**config.mk**
```make
export PLATFORM = sky130hd
export DESIGN_NAME = track_speed_mixer_top
export DESIGN_NICKNAME = d
export VERILOG_FILES = /design/src/rtl/core/tsm_pkg.sv /design/src/rtl/core/tsm_apb_regs.sv /design/src/rtl/core/tsm_serial_mul.sv /design/src/rtl/core/tsm_mixer.sv /design/src/rtl/core/track_speed_mixer_top.sv
export SDC_FILE = /design/constraint.sdc
export NUM_CORES = 1
export LEC_CHECK = 0
export BUFFER_PORTS_ARGS = -buffer_cell sky130_fd_sc_hd__buf_2
export CAP_MARGIN = 40
export CORE_ASPECT_RATIO = 1.75
export CORE_UTILIZATION = 45
export DETAILED_ROUTE_END_ITERATION = 8
export PLACE_DENSITY_LB_ADDON = 0.2
export SYNTH_ARGS = -nofsm -noshare
export SYNTH_HDL_FRONTEND = slang
export SYNTH_HIERARCHICAL = 1
export SYNTH_SLANG_ARGS = --single-unit
```
**constraint.sdc**
```tcl
create_clock -name aclk -period 18.2 [get_ports aclk]
set_clock_uncertainty 0.2 [all_clocks]
set_input_delay 0.91 -clock aclk [delete_from_list [all_inputs] [get_ports aclk]]
set_output_delay 0.91 -clock aclk [all_outputs]
set_load 0.1 [all_outputs]
```
**src/rtl/core/tsm_pkg.sv**
```systemverilog
package tsm_pkg;

    // Field widths.
    localparam int SPEED_W    = 16;
    localparam int MAX_W      = 15;
    localparam int GAIN_W     = 12;
    localparam int MODE_W     = 3;
    localparam int APB_ADDR_W = 5;
    localparam int APB_DATA_W = 32;

    // Serial multiplier: signed multiplicand times unsigned multiplier.
    localparam int MCAND_W  = 17;
    localparam int MPLIER_W = 12;
    localparam int PROD_W   = MCAND_W + MPLIER_W;
    localparam int CNT_W    = 4;
    localparam int RND_W    = PROD_W - 8;
    localparam int CMD_W    = 22;

    // Q2.8 constants.
    localparam logic signed [10:0] Q_ONE       = 11'sd256;
    localparam logic signed [10:0] RATIO_LIMIT = 11'sd512;

    // Register indexes.
    localparam logic [2:0] REG_MAX_SPEED    = 3'd0;
    localparam logic [2:0] REG_FLIP_LEFT    = 3'd1;
    localparam logic [2:0] REG_FLIP_RIGHT   = 3'd2;
    localparam logic [2:0] REG_CORR_ENABLE  = 3'd3;
    localparam logic [2:0] REG_CORR_GAIN    = 3'd4;

    // Register reset values.
    localparam logic [MAX_W-1:0]  MAX_SPEED_RESET = 15'd2560;
    localparam logic [GAIN_W-1:0] CORR_GAIN_RESET = 12'd128;

    // Command modes.
    typedef enum logic [MODE_W-1:0] {
        MODE_STRAIGHT = 3'd0,
        MODE_ROTATE   = 3'd1,
        MODE_ARC      = 3'd2,
        MODE_STOP     = 3'd3,
        MODE_DIRECT   = 3'd4,
        MODE_TELEM    = 3'd5
    } mode_t;

    typedef struct packed {
        logic [MAX_W-1:0]  max_speed;
        logic              flip_left;
        logic              flip_right;
        logic              correction_enable;
        logic [GAIN_W-1:0] correction_gain;
    } cfg_t;

    typedef struct packed {
        logic                       start;
        logic signed [MCAND_W-1:0]  mcand;
        logic [MPLIER_W-1:0]        mplier;
    } mul_req_t;

    typedef struct packed {
        logic                      done;
        logic signed [PROD_W-1:0]  product;
    } mul_rsp_t;

    // Divide by 256 rounding to nearest, ties toward plus infinity.
    function automatic logic signed [RND_W-1:0] round_q8(input logic signed [PROD_W-1:0] p);
        logic signed [PROD_W-1:0] t;
        t = p + PROD_W'(128);
        return t[PROD_W-1:8];
    endfunction

    // Saturate a rounded product to the 16 bit signed range.
    function automatic logic signed [SPEED_W-1:0] sat16(input logic signed [RND_W-1:0] v);
        logic signed [SPEED_W-1:0] r;
        if (v > RND_W'(32767)) begin
            r = 16'sh7FFF;
        end else if (v < -RND_W'(32768)) begin
            r = 16'sh8000;
        end else begin
            r = v[SPEED_W-1:0];
        end
        return r;
    endfunction

    // Clamp a wide signed value to plus or minus the speed limit.
    function automatic logic signed [SPEED_W-1:0] clamp_speed(input logic signed [CMD_W-1:0] v,
                                                               input logic [MAX_W-1:0] lim);
        logic signed [CMD_W-1:0] limw;
        logic signed [CMD_W-1:0] r;
        limw = $signed({{(CMD_W-MAX_W){1'b0}}, lim});
        if (v > limw) begin
            r = limw;
        end else if (v < -limw) begin
            r = -limw;
        end else begin
            r = v;
        end
        return r[SPEED_W-1:0];
    endfunction

endpackage

```
**src/rtl/core/tsm_apb_regs.sv**
```systemverilog
module tsm_apb_regs (
    input  logic                             aclk,
    input  logic                             aresetn,
    input  logic                             psel,
    input  logic                             penable,
    input  logic                             pwrite,
    input  logic [tsm_pkg::APB_ADDR_W-1:0]   paddr,
    input  logic [tsm_pkg::APB_DATA_W-1:0]   pwdata,
    output logic [tsm_pkg::APB_DATA_W-1:0]   prdata,
    output logic                             pready,
    output tsm_pkg::cfg_t                    cfg_o
);

    tsm_pkg::cfg_t cfg_reg;
    logic [2:0]    index;
    logic          wr_en;

    assign index  = paddr[4:2];
    assign wr_en  = psel && penable && pwrite;
    assign pready = 1'b1;
    assign cfg_o  = cfg_reg;

    // Register writes in the access phase.
    always_ff @(posedge aclk) begin
        if (!aresetn) begin
            cfg_reg.max_speed         <= tsm_pkg::MAX_SPEED_RESET;
            cfg_reg.flip_left         <= 1'b0;
            cfg_reg.flip_right        <= 1'b0;
            cfg_reg.correction_enable <= 1'b0;
            cfg_reg.correction_gain   <= tsm_pkg::CORR_GAIN_RESET;
        end else if (wr_en) begin
            unique case (index)
                tsm_pkg::REG_MAX_SPEED:    cfg_reg.max_speed <= pwdata[tsm_pkg::MAX_W-1:0];
                tsm_pkg::REG_FLIP_LEFT:    cfg_reg.flip_left <= pwdata[0];
                tsm_pkg::REG_FLIP_RIGHT:   cfg_reg.flip_right <= pwdata[0];
                tsm_pkg::REG_CORR_ENABLE:  cfg_reg.correction_enable <= pwdata[0];
                tsm_pkg::REG_CORR_GAIN:
                    cfg_reg.correction_gain <= pwdata[tsm_pkg::GAIN_W-1:0];
                default: ;
            endcase
        end
    end

    // Read mux.
    always_comb begin
        prdata = '0;
        unique case (index)
            tsm_pkg::REG_MAX_SPEED:
                prdata = {{(tsm_pkg::APB_DATA_W-tsm_pkg::MAX_W){1'b0}}, cfg_reg.max_speed};
            tsm_pkg::REG_FLIP_LEFT:    prdata[0] = cfg_reg.flip_left;
            tsm_pkg::REG_FLIP_RIGHT:   prdata[0] = cfg_reg.flip_right;
            tsm_pkg::REG_CORR_ENABLE:  prdata[0] = cfg_reg.correction_enable;
            tsm_pkg::REG_CORR_GAIN:
                prdata = {{(tsm_pkg::APB_DATA_W-tsm_pkg::GAIN_W){1'b0}},
                          cfg_reg.correction_gain};
            default: prdata = '0;
        endcase
    end

endmodule

```
**src/rtl/core/tsm_serial_mul.sv**
```systemverilog
module tsm_serial_mul (
    input  logic                aclk,
    input  logic                aresetn,
    input  tsm_pkg::mul_req_t   req_i,
    output tsm_pkg::mul_rsp_t   rsp_o
);

    logic signed [tsm_pkg::PROD_W-1:0]  p_reg;
    logic signed [tsm_pkg::PROD_W-1:0]  p_next;
    logic signed [tsm_pkg::MCAND_W-1:0] mcand_reg;
    logic [tsm_pkg::CNT_W-1:0]          cnt_reg;
    logic                               busy_reg;
    logic                               done_reg;
    logic signed [tsm_pkg::MCAND_W-1:0] hi;
    logic signed [tsm_pkg::MCAND_W-1:0] addend;
    logic signed [tsm_pkg::MCAND_W:0]   sum;

    // One multiplier bit per cycle: add into the upper half, then shift right.
    always_comb begin
        hi     = p_reg[tsm_pkg::PROD_W-1:tsm_pkg::MPLIER_W];
        addend = p_reg[0] ? mcand_reg : '0;
        sum    = {hi[tsm_pkg::MCAND_W-1], hi} + {addend[tsm_pkg::MCAND_W-1], addend};
        p_next = {sum, p_reg[tsm_pkg::MPLIER_W-1:1]};
    end

    // Control: count the steps and flag the final one.
    always_ff @(posedge aclk) begin
        if (!aresetn) begin
            busy_reg <= 1'b0;
            done_reg <= 1'b0;
            cnt_reg  <= '0;
        end else begin
            done_reg <= 1'b0;
            if (req_i.start) begin
                busy_reg <= 1'b1;
                cnt_reg  <= '0;
            end else if (busy_reg) begin
                cnt_reg <= cnt_reg + 1'b1;
                if (cnt_reg == tsm_pkg::CNT_W'(tsm_pkg::MPLIER_W - 1)) begin
                    busy_reg <= 1'b0;
                    done_reg <= 1'b1;
                end
            end
        end
    end

    // Datapath.
    always_ff @(posedge aclk) begin
        if (req_i.start) begin
            p_reg     <= {{tsm_pkg::MCAND_W{1'b0}}, req_i.mplier};
            mcand_reg <= req_i.mcand;
        end else if (busy_reg) begin
            p_reg <= p_next;
        end
    end

    assign rsp_o.done    = done_reg;
    assign rsp_o.product = p_reg;

    // A new product is never requested while one is being formed.
    assert property (@(posedge aclk) disable iff (!aresetn) busy_reg |-> !req_i.start)
        else $error("multiplier restarted while busy");

    // The done pulse follows the final step and lasts one cycle.
    assert property (@(posedge aclk) disable iff (!aresetn) done_reg |=> !done_reg)
        else $error("multiplier done held for more than one cycle");

    // The step count stays within the multiplier width.
    assert property (@(posedge aclk) disable iff (!aresetn)
        busy_reg |-> cnt_reg < tsm_pkg::CNT_W'(tsm_pkg::MPLIER_W))
        else $error("multiplier step count out of range");

endmodule

```
**src/rtl/core/tsm_mixer.sv**
```systemverilog
module tsm_mixer (
    input  logic                                aclk,
    input  logic                                aresetn,
    input  tsm_pkg::cfg_t                       cfg_i,
    input  logic                                s_valid,
    output logic                                s_ready,
    input  logic [tsm_pkg::MODE_W-1:0]          s_mode,
    input  logic signed [tsm_pkg::SPEED_W-1:0]  s_speed,
    input  logic signed [tsm_pkg::SPEED_W-1:0]  s_turn_ratio,
    input  logic signed [tsm_pkg::SPEED_W-1:0]  s_left_value,
    input  logic signed [tsm_pkg::SPEED_W-1:0]  s_right_value,
    output logic                                m_valid,
    input  logic                                m_ready,
    output logic signed [tsm_pkg::SPEED_W-1:0]  m_left_command,
    output logic signed [tsm_pkg::SPEED_W-1:0]  m_right_command
);

    typedef enum logic [5:0] {
        S_IDLE   = 6'b000001,
        S_ARC    = 6'b000010,
        S_CLAMP  = 6'b000100,
        S_CORR_L = 6'b001000,
        S_CORR_R = 6'b010000,
        S_OUT    = 6'b100000
    } state_t;

    localparam int TW = tsm_pkg::MCAND_W;
    localparam int CW = tsm_pkg::CMD_W;

    state_t state_reg;
    state_t state_next;

    logic signed [TW-1:0]                  lt_reg;
    logic signed [TW-1:0]                  rt_reg;
    logic                                  arc_right_reg;
    logic signed [tsm_pkg::SPEED_W-1:0]    lmeas_reg;
    logic signed [tsm_pkg::SPEED_W-1:0]    rmeas_reg;
    logic signed [tsm_pkg::SPEED_W-1:0]    lcmd_reg;
    logic signed [tsm_pkg::SPEED_W-1:0]    rcmd_reg;
    logic                                  m_valid_reg;
    logic signed [tsm_pkg::SPEED_W-1:0]    m_left_reg;
    logic signed [tsm_pkg::SPEED_W-1:0]    m_right_reg;

    tsm_pkg::mul_req_t mul_req;
    tsm_pkg::mul_rsp_t mul_rsp;

    logic                                  accept;
    logic                                  out_free;
    logic signed [TW-1:0]                  speed_x;
    logic signed [10:0]                    ratio_c;
    logic signed [10:0]                    factor;
    logic signed [10:0]                    factor_mag;
    logic signed [tsm_pkg::SPEED_W-1:0]    lt_clamp;
    logic signed [tsm_pkg::SPEED_W-1:0]    rt_clamp;
    logic signed [TW-1:0]                  err_l;
    logic signed [TW-1:0]                  err_r;
    logic signed [tsm_pkg::RND_W-1:0]      rounded;
    logic signed [tsm_pkg::SPEED_W-1:0]    arc_track;
    logic signed [CW-1:0]                  lt_w;
    logic signed [CW-1:0]                  rt_w;
    logic signed [CW-1:0]                  corr_w;
    logic signed [tsm_pkg::SPEED_W-1:0]    lcmd_corr;
    logic signed [tsm_pkg::SPEED_W-1:0]    rcmd_corr;

    assign s_ready  = (state_reg == S_IDLE);
    assign accept   = s_valid && s_ready;
    assign out_free = !m_valid_reg || m_ready;

    // Arc factor 1.0 minus or plus the clamped ratio, split into sign and magnitude.
    always_comb begin
        speed_x = {s_speed[tsm_pkg::SPEED_W-1], s_speed};
        if (s_turn_ratio > 16'(tsm_pkg::RATIO_LIMIT)) begin
            ratio_c = tsm_pkg::RATIO_LIMIT;
        end else if (s_turn_ratio < -16'(tsm_pkg::RATIO_LIMIT)) begin
            ratio_c = -tsm_pkg::RATIO_LIMIT;
        end else begin
            ratio_c = s_turn_ratio[10:0];
        end
        factor     = ratio_c[10] ? (tsm_pkg::Q_ONE + ratio_c) : (tsm_pkg::Q_ONE - ratio_c);
        factor_mag = factor[10] ? -factor : factor;
    end

    // Clamped targets and speed errors.
    always_comb begin
        lt_clamp = tsm_pkg::clamp_speed(CW'(lt_reg), cfg_i.max_speed);
        rt_clamp = tsm_pkg::clamp_speed(CW'(rt_reg), cfg_i.max_speed);
        err_l    = TW'(lt_clamp) - TW'(lmeas_reg);
        err_r    = rt_reg - TW'(rmeas_reg);
    end

    // Rounded product and the corrected commands built from it.
    always_comb begin
        rounded   = tsm_pkg::round_q8(mul_rsp.product);
        arc_track = tsm_pkg::sat16(rounded);
        lt_w      = CW'(lt_reg);
        rt_w      = CW'(rt_reg);
        corr_w    = CW'(rounded);
        lcmd_corr = tsm_pkg::clamp_speed(cfg_i.flip_left ? (-lt_w - corr_w)
                                                         : (lt_w + corr_w),
                                         cfg_i.max_speed);
        rcmd_corr = tsm_pkg::clamp_speed(cfg_i.flip_right ? (-rt_w - corr_w)
                                                          : (rt_w + corr_w),
                                         cfg_i.max_speed);
    end

    // Multiplier requests: arc scaling, then one correction per track when correction is enabled.
    always_comb begin
        mul_req.start  = 1'b0;
        mul_req.mcand  = err_r;
        mul_req.mplier = cfg_i.correction_gain;
        priority if (accept && s_mode == tsm_pkg::MODE_ARC) begin
            mul_req.start  = 1'b1;
            mul_req.mcand  = factor[10] ? -speed_x : speed_x;
            mul_req.mplier = {3'b000, factor_mag[8:0]};
        end else if (state_reg == S_CLAMP && cfg_i.correction_enable) begin
            mul_req.start = 1'b1;
            mul_req.mcand = err_l;
        end else if (state_reg == S_CORR_L && mul_rsp.done) begin
            mul_req.start = 1'b1;
        end
    end

    // Sequencer.
    always_comb begin
        state_next = state_reg;
        unique case (state_reg)
            S_IDLE: begin
                if (accept) begin
                    unique case (s_mode)
                        tsm_pkg::MODE_STRAIGHT, tsm_pkg::MODE_ROTATE,
                        tsm_pkg::MODE_STOP, tsm_pkg::MODE_DIRECT: state_next = S_CLAMP;
                        tsm_pkg::MODE_ARC: state_next = S_ARC;
                        default: state_next = S_IDLE;
                    endcase
                end
            end
            S_ARC:    if (mul_rsp.done) state_next = S_CLAMP;
            S_CLAMP:  state_next = cfg_i.correction_enable ? S_CORR_L : S_OUT;
            S_CORR_L: if (mul_rsp.done) state_next = S_CORR_R;
            S_CORR_R: if (mul_rsp.done) state_next = S_OUT;
            S_OUT:    if (out_free) state_next = S_IDLE;
            default:  state_next = S_IDLE;
        endcase
    end

    // Control registers.
    always_ff @(posedge aclk) begin
        if (!aresetn) begin
            state_reg   <= S_IDLE;
            m_valid_reg <= 1'b0;
            lmeas_reg   <= '0;
            rmeas_reg   <= '0;
        end else begin
            state_reg <= state_next;
            if (state_reg == S_OUT && out_free) begin
                m_valid_reg <= 1'b1;
            end else if (m_ready) begin
                m_valid_reg <= 1'b0;
            end
            if (accept && s_mode == tsm_pkg::MODE_TELEM) begin
                lmeas_reg <= s_left_value;
                rmeas_reg <= s_right_value;
            end
        end
    end

    // Targets and commands.
    always_ff @(posedge aclk) begin
        unique case (state_reg)
            S_IDLE: begin
                arc_right_reg <= !ratio_c[10];
                unique case (s_mode)
                    tsm_pkg::MODE_STRAIGHT, tsm_pkg::MODE_ARC: begin
                        lt_reg <= speed_x;
                        rt_reg <= speed_x;
                    end
                    tsm_pkg::MODE_ROTATE: begin
                        lt_reg <= speed_x;
                        rt_reg <= -speed_x;
                    end
                    tsm_pkg::MODE_DIRECT: begin
                        lt_reg <= TW'(s_left_value);
                        rt_reg <= TW'(s_right_value);
                    end
                    default: begin
                        lt_reg <= '0;
                        rt_reg <= '0;
                    end
                endcase
            end
            S_ARC: begin
                if (mul_rsp.done) begin
                    if (arc_right_reg) begin
                        rt_reg <= TW'(arc_track);
                    end else begin
                        lt_reg <= TW'(arc_track);
                    end
                end
            end
            S_CLAMP: begin
                lt_reg   <= TW'(lt_clamp);
                rt_reg   <= TW'(rt_clamp);
                lcmd_reg <= cfg_i.flip_left ? -lt_clamp : lt_clamp;
                rcmd_reg <= cfg_i.flip_right ? -rt_clamp : rt_clamp;
            end
            S_CORR_L: if (mul_rsp.done) lcmd_reg <= lcmd_corr;
            S_CORR_R: if (mul_rsp.done) rcmd_reg <= rcmd_corr;
            S_OUT: begin
                if (out_free) begin
                    m_left_reg  <= lcmd_reg;
                    m_right_reg <= rcmd_reg;
                end
            end
            default: ;
        endcase
    end

    tsm_serial_mul u_mul (
        .aclk    (aclk),
        .aresetn (aresetn),
        .req_i   (mul_req),
        .rsp_o   (mul_rsp)
    );

    assign m_valid         = m_valid_reg;
    assign m_left_command  = m_left_reg;
    assign m_right_command = m_right_reg;

    // Without correction the multiplier is only started for an arc command.
    assert property (@(posedge aclk) disable iff (!aresetn)
        (mul_req.start && !cfg_i.correction_enable) |-> state_reg == S_IDLE)
        else $error("correction product started while correction is off");

    // A product only arrives while the sequencer waits for one.
    assert property (@(posedge aclk) disable iff (!aresetn)
        mul_rsp.done |-> (state_reg == S_ARC || state_reg == S_CORR_L ||
                          state_reg == S_CORR_R))
        else $error("product arrived in an unexpected state");

    // A finished result waits while the output beat is still pending.
    assert property (@(posedge aclk) disable iff (!aresetn)
        (state_reg == S_OUT && m_valid_reg && !m_ready) |=> state_reg == S_OUT)
        else $error("result overwrote a pending output beat");

    // Unused modes leave the measured speeds and the sequencer alone.
    assert property (@(posedge aclk) disable iff (!aresetn)
        (accept && s_mode > tsm_pkg::MODE_TELEM) |=>
            (state_reg == S_IDLE && $stable(lmeas_reg) && $stable(rmeas_reg)))
        else $error("unused mode changed state");

endmodule

```
**src/rtl/core/track_speed_mixer_top.sv**
```systemverilog
// Track speed mixer: turns one motion command beat (straight, rotate, arc, stop or
// direct track speeds) into one beat of left and right Q7.8 track setpoints, limited
// to the configured maximum speed, with optional proportional correction against the
// last measured speeds; a telemetry beat only stores the measured speeds. Commands are
// taken one at a time and all products come from one bit-serial 17 by 12 bit
// shift-and-add multiplier. A command passes from acceptance through a clamp step
// and an output step to its result beat, with the arc product before the clamp step
// and one correction product per track after it when correction is on.
// The next command is accepted while a finished result still waits on the output.
module track_speed_mixer_top (
    input  logic                                aclk,
    input  logic                                aresetn,
    input  logic                                psel,
    input  logic                                penable,
    input  logic                                pwrite,
    input  logic [tsm_pkg::APB_ADDR_W-1:0]      paddr,
    input  logic [tsm_pkg::APB_DATA_W-1:0]      pwdata,
    output logic [tsm_pkg::APB_DATA_W-1:0]      prdata,
    output logic                                pready,
    input  logic                                s_valid,
    output logic                                s_ready,
    input  logic [tsm_pkg::MODE_W-1:0]          s_mode,
    input  logic signed [tsm_pkg::SPEED_W-1:0]  s_speed,
    input  logic signed [tsm_pkg::SPEED_W-1:0]  s_turn_ratio,
    input  logic signed [tsm_pkg::SPEED_W-1:0]  s_left_value,
    input  logic signed [tsm_pkg::SPEED_W-1:0]  s_right_value,
    output logic                                m_valid,
    input  logic                                m_ready,
    output logic signed [tsm_pkg::SPEED_W-1:0]  m_left_command,
    output logic signed [tsm_pkg::SPEED_W-1:0]  m_right_command
);

    tsm_pkg::cfg_t cfg;

    // Configuration registers.
    tsm_apb_regs u_regs (
        .aclk    (aclk),
        .aresetn (aresetn),
        .psel    (psel),
        .penable (penable),
        .pwrite  (pwrite),
        .paddr   (paddr),
        .pwdata  (pwdata),
        .prdata  (prdata),
        .pready  (pready),
        .cfg_o   (cfg)
    );

    // Mixing datapath and sequencer.
    tsm_mixer u_mixer (
        .aclk            (aclk),
        .aresetn         (aresetn),
        .cfg_i           (cfg),
        .s_valid         (s_valid),
        .s_ready         (s_ready),
        .s_mode          (s_mode),
        .s_speed         (s_speed),
        .s_turn_ratio    (s_turn_ratio),
        .s_left_value    (s_left_value),
        .s_right_value   (s_right_value),
        .m_valid         (m_valid),
        .m_ready         (m_ready),
        .m_left_command  (m_left_command),
        .m_right_command (m_right_command)
    );

endmodule
```
==> out/metrics.yaml, run 1 <==
cells_and_area:
  syn_to_final_growth_pct: 9.54
  seqCellArea_sq_mm: 0.00566
  largest_reg_flops: 30
  fillers: 5349
  layout-drive-gt1-share_pct: 12.3
  nets: 3615
  multi_input_area_sq_mm: 0.0183
synth:
  synthSimpleGateAreaFrac_pct: 20.6
  netlist_instances: 3112
  yosysWarningCount: 6
  synth_top_family_by_area: "compound AO/OA/AOI/OAI gates"
  yosys-top-cells-area: "edfxtp_1, ha_1, dfxtp_1"
  synthFlopType: "edfxtp_1"
  yosysMostFrequentCell: "nand2_1"
  synthAdderAreaFrac_pct: 14.9
  seq_area_frac_synth_pct: 22.4
  ys_async_sr_fraction_pct: 0
  avgSynthCellArea_sq_um: 8.11
  yosys.area.top_type_share_pct: 15.1
  synth_xor_area_share_pct: 6.49
  yosysTopAreaCell: "edfxtp_1"
  synthTopCellsByCount: "nand2_1, ha_1, a21oi_1"
  synth_compound_area_share_pct: 24.5
  synth_area_sq_mm: 0.0252
  ys_types: 122
  muxShareOfSynthArea_pct: 5.68
  synth-edff-count: 127
  ys_seq_elements: 219
timing:
  fin_setup_tns_ps: 0
  worst_slew_pin_slew_ps: 1110
  hold_viol_final: 0
  fin_crit_ps: 9880
  slew_viol_final: 0
  slew_headroom_pct: 25.8
  rsz0062_at_grt: "no"
  timing.final.crit_share_pct: 54.3
  hold_ws_ps: 217
  setup_viol_count_final: 0
  clock.fmax_mhz: 101
critical_path:
  cpPeakStageDelay_ps: 600
  crit_buf_inv: 4
  critPathKind: "flip-flop to flip-flop"
  cpMostUsedCell: "a21oi_1"
  reg2reg_setup_slack_ps: 8320
  endpoint_kind: "flip-flop"
  cp-startpoint: "u_regs/cfg_o[16]"
  worstPathArrival_ps: 9940
  cp.required_ps: 18250
  path_max_fanout: 31
  r2r-start: "u_regs/cfg_o[16]"
  cp_slowest_cell: "mux2i_1"
  crit_path_start_kind: "flip-flop"
  crit_family: "compound AO/OA/AOI/OAI gates"
global_routing:
  grt_max_degree: 57
  grt_pass1_wl_um: 152000
  antenna_found_initial: 3
  grt_overflow: 0
  grt_pass1_vias: 24500
  grt_usage_pct: 36.0
cts:
  clk_pin_slew_ps: 70
  clk_latency_ps: 570
  hold_buffers: 0
  htreeDepth: 1
  post_cts_buffers: 0
  cts_tree: "yes"
  cts_sinks: 219
  cts-resized-gates: 0
  clockBufferDepth: 3
  cts.root.buffer_cell: "clkbuf_16"
  cts_made_buffers: 23
routing:
  vias_per_cell: 6.43
  drtIter0Drc: 2068
  postRouteAntennaNets: 0
  route.detailed.drc: 0
  wl_per_cell_um: 26.7
  vias: 25200
  firstDrtPassIters: 6
  totalWireLength_um: 105000
power:
  pwr_density_cell_mw_per_mm2: 151
  p_leak_nw: 11.4
  vdd_drop_max_v: 0.0000769
status:
  run_status: "finished, final reports clean"
min_path:
  min_path_type: "flip-flop to flip-flop"
  hp-start: "u_mixer/lcmd_reg[0]"
floorplan:
  initial_core_util_pct: 45.6
  rows: 114
  core_area_sq_mm: 0.0553
  die_h_um: 315
  die_w_um: 181
  die-area_sq_mm: 0.0571
  io_pins: 178
place:
  port_buffers: 140
  place.gp.congestion: 1.02
  hpwl_um: 84700
flow_run:
  cap_violations: 0
routing by layer:
layer	global-route usage (%)	up-vias	part of all wire, %
li1	-	11700	-
met1	35.5	11800	33
met2	62.7	1230	48
met3	5.41	458	6.3
met4	38.2	4	13
met5	0	-	0.024
worst paths after layout:
path,to,cells past startpoint
max,u_mixer/u_mul/mcand_reg[14],34
min,u_mixer/m_left_command[0],0
max reg2reg,u_mixer/u_mul/mcand_reg[14],34
min reg2reg,u_mixer/m_left_command[0],0
power breakdown:
group	internal [mW]	switching, mW
Clock	0.312	0.216
Sequential	0.589	0.119
Combinational	1.07	1.86
per-stage QoR:
stage	power [mW]	util [%]	setup WS (ps)	instance area, sq um	instances
6_report	4.17	50.0	8320	27600	3926
5_1_grt	4.40	50.0	8000	27600	3924
4_1_cts	4.09	49.9	8630	27600	3922
3_5_place_dp	3.54	48.4	8690	26800	3880
3_3_place_gp	3.46	48.0	8220	26600	3862
2_1_floorplan	2.59	-	10740	25300	3128
area by class of cell:
| cell class | instances | area share (%) |
|---|---|---|
| Antenna cell | 2 | 0.0181 |
| Clock buffer | 25 | 2.14 |
| Clock inverter | 17 | 0.891 |
| Inverter | 150 | 2.04 |
| Multi-Input combinational cell | 2592 | 66.2 |
| Sequential cell | 219 | 20.5 |
| Tap cell | 696 | 3.15 |
| Timing Repair Buffer | 225 | 5.09 |
cell families (layout without fill, tap and decap cells):
kind of cell	after synthesis	after routing
buffers and inverters	317	417
xor gates and xnor gates	183	183
other	2	20
DFF	219	219
AOI/OAI and AO/OA	916	916
and+or+nand+nor	1042	1042
adders and majority gates	297	297
muxes	136	136
cell usage in the layout (no fill, tap or decap), types with 26 or more instances in the layout:
cell type / n
a21o_1: 50
nor2_1: 232
and2_1: 36
buf_4: 72
or3_1: 32
o21a_1: 33
nor3_1: 67
o21ai_0: 154
o22ai_1: 31
a21oi_1: 233
edfxtp_1: 127
a21boi_0: 46
a22oi_1: 27
o221ai_1: 34
nand2_1: 311
ha_1: 286
xor2_1: 60
nand2b_1: 39
mux2i_1: 91
nor2b_1: 62
mux2_2: 41
a31oi_1: 44
dfxtp_1: 90
nor4_1: 26
o211ai_1: 41
nand3_1: 83
nand4_1: 39
xnor2_1: 120
buf_2: 146
inv_1: 145
a211oi_1: 36
No activity file was read; power rests on OpenSTA's default activity.
==> inputs of run 2 (changes only) <==
clock period = 9.6 ns   (was 18.2 ns; I/O delays follow)
==> run 2 against run 1 <==
Against the previous run:
- critical path depth down 3
- sequential share of layout area down 0.24 points
- count of clock-buffer cells in the layout up 8
- cell count up 1.5%
- design area up 1.2%
- highest routed layer unchanged
- global-route usage up 0.90 points
- wire length up 2.1%
- sequential power up 86%
- first-iteration DRC count down 3.8%
- power up 88%
- core utilization up 0.60 points
==> out/metrics.yaml, run 2 (synthesized netlist as in run 1, its figures left out) <==
status:
  run_status: "finished, final reports clean"  # unchanged
flow_run:
  cap_violations: 0  # unchanged
cells_and_area:
  largest_reg_flops: 30  # unchanged
  nets: 3672  # was 3,615
  seqCellArea_sq_mm: 0.00566  # unchanged
  syn_to_final_growth_pct: 10.9  # was 9.54%
  layout_commonest_cell: "nand2_1"  # unchanged
  fin_util_pct: 50.6  # was 50.0%
  design_area_sq_mm: 0.0280  # was 0.0276 sq mm
  mostFrequentLayoutCells: "nand2_1, ha_1, a21oi_1"  # unchanged
  layout-drive-gt1-share_pct: 13.0  # was 12.3%
  fillers: 5411  # was 5,349
  multi_input_area_sq_mm: 0.0183  # unchanged
routing:
  totalWireLength_um: 107000  # was 105,000 um
  drtIter0Drc: 1990  # was 2,068
  route.detailed.drc: 0  # unchanged
  vias_per_cell: 6.41  # was 6.43
  vias: 25500  # was 25,200
  firstDrtPassIters: 6  # unchanged
  wl_per_cell_um: 26.9  # was 26.7 um
  postRouteAntennaNets: 0  # unchanged
timing:
  setup_viol_count_final: 0  # unchanged
  slew_viol_final: 0  # unchanged
  fin_crit_ps: 8990  # was 9880 ps
  rsz0062_at_grt: "no"  # unchanged
  slew_headroom_pct: 28.5  # was 25.8%
  fin_setup_tns_ps: 0  # unchanged
  clock.fmax_mhz: 111  # was 101 MHz
  worst_slew_pin_slew_ps: 1070  # was 1110 ps
  worst_slack_ps: 608  # was 8320 ps
  hold_viol_final: 0  # unchanged
  timing.final.crit_share_pct: 93.7  # was 54.3%
cts:
  clockBufferDepth: 3  # unchanged
  htreeDepth: 1  # unchanged
  post_cts_buffers: 0  # unchanged
  cts_sinks: 219  # unchanged
  cts.root.buffer_cell: "clkbuf_16"  # unchanged
  cts-resized-gates: 0  # unchanged
  cts_made_buffers: 23  # unchanged
  clk_latency_ps: 560  # was 570 ps
  cts_tree: "yes"  # unchanged
  clk_pin_slew_ps: 60  # was 70 ps
floorplan:
  core_area_sq_mm: 0.0553  # unchanged
  rows: 114  # unchanged
  die_h_um: 315  # unchanged
  initial_core_util_pct: 45.6  # unchanged
  die-area_sq_mm: 0.0571  # unchanged
  io_pins: 178  # unchanged
  die_w_um: 181  # unchanged
place:
  dpl-instance-area_sq_mm: 0.0270  # was 0.0268 sq mm
  hpwl_um: 87700  # was 84,700 um
  port_buffers: 140  # unchanged
  place.gp.congestion: 1.04  # was 1.02
  pre_cts_ws_ps: 838  # was 8690 ps
critical_path:
  path_max_fanout: 25  # was 31
  cp_slowest_cell: "a2111oi_0"  # was mux2i_1
  critPathKind: "flip-flop to flip-flop"  # unchanged
  reg2reg_setup_slack_ps: 610  # was 8320 ps
  worstPathArrival_ps: 9090  # was 9940 ps
  crit_path_start_kind: "flip-flop"  # unchanged
  crit_family: "compound AO/OA/AOI/OAI gates"  # unchanged
  cp.required_ps: 9700  # was 18,250 ps
  endpoint_kind: "flip-flop"  # unchanged
  crit_buf_inv: 3  # was 4
  cpPeakStageDelay_ps: 740  # was 600 ps
power:
  clockPowerShare_pct: 11.0  # was 12.7%
  switchingPower_mw: 4.17  # was 2.20 mW
  comb_power_share_pct: 72.1  # was 70.3%
  pwr_density_cell_mw_per_mm2: 280  # was 151 mW/mm^2
  p_int_mw: 3.67  # was 1.97 mW
  power_mw: 7.83  # was 4.17 mW
  p_leak_nw: 11.6  # was 11.4 nW
  vdd_drop_max_v: 0.000152  # was 0.0000769 V
  seq_power_share_pct: 16.8  # was 17.0%
  swShare_pct: 53.2  # was 52.8%
global_routing:
  grt_usage_pct: 36.9  # was 36.0%
  grt_pass1_wl_um: 156000  # was 152,000 um
  grt_max_degree: 64  # was 57
  antenna_found_initial: 3  # unchanged
  grt_pass1_vias: 24900  # was 24,500
  grt_overflow: 0  # unchanged
min_path:
  min_path_type: "input port to flip-flop"  # was flip-flop to flip-flop
==> run 2: cell types whose count changed in the layout (fill, tap and decap cells not counted), sizes merged <==
cell / change
dlygate4sd3: +21
clkinv: -4
clkdlybuf4s15: -1
clkinvlp: +1
buf: +36
clkbuf: +9
bufinv: -5
==> run 2: repair_timing <==
item | 4_1_cts | 5_1_grt
endpoints found under the hold margin | 23 | 0
hold buffers | 21 | 0
setup endpoints to repair | 0 | 0
==> run 2: per-stage QoR <==
step,instances,hold slack (ps)
5_1_grt,3981,26.6
4_1_cts,3979,0.0933
3_5_place_dp,3916,205
2_1_floorplan,3128,200
6_report,3983,9.57
3_3_place_gp,3908,203
==> run 2: worst min-delay path, delay by kind of cell <==
family | cells | cell delay [ps]
AND/OR/NAND/NOR | 1 | 70
multiplexers | 1 | 70
buffers and inverters | 1 | 90
==> run 2: path summary, 6_finish.rpt <==
| path | start | cells past startpoint | end |
|---|---|---|---|
| worst max-delay path | u_mixer/u_mul/p_reg[7] | 31 | u_mixer/rcmd_reg[3] |
| worst min-delay path | pwdata[1] | 3 | u_regs/cfg_o[1] |
| worst max register to register | u_mixer/u_mul/p_reg[7] | 31 | u_mixer/rcmd_reg[3] |
| worst min register to register | u_mixer/rcmd_reg[9] | 0 | u_mixer/m_right_command[9] |
==> run 2: metal layers <==
metal | wire length [um] | vias to the layer above | part of all wire, % | track usage, %
met4 | 12900 | 2 | 12 | 38.6
met2 | 51700 | 1157 | 48 | 64.6
met5 | 13 | - | 0.012 | 0
met3 | 6210 | 432 | 5.8 | 5.07
li1 | - | 11800 | - | -
met1 | 36400 | 12100 | 34 | 36.7
==> run 2: final cells by class <==
type / instances / area share, %
Multi-Input combinational cell: 2592 / 65.4
Sequential cell: 219 / 20.2
Timing Repair Buffer: 282 / 6.67
Tap cell: 696 / 3.11
Clock buffer: 33 / 2.33
Inverter: 150 / 2.01
Clock inverter: 9 / 0.210
Antenna cell: 2 / 0.0179
==> run 2: power groups by stage <==
stage	Sequential, mW	Combinational (mW)	Clock [mW]
2_1_floorplan	1.23	3.67	0
3_3_place_gp	1.33	5.33	0
4_1_cts	1.31	5.50	0.879
6_report	1.32	5.65	0.865
5_1_grt	1.32	6.04	0.908
3_5_place_dp	1.33	5.46	0
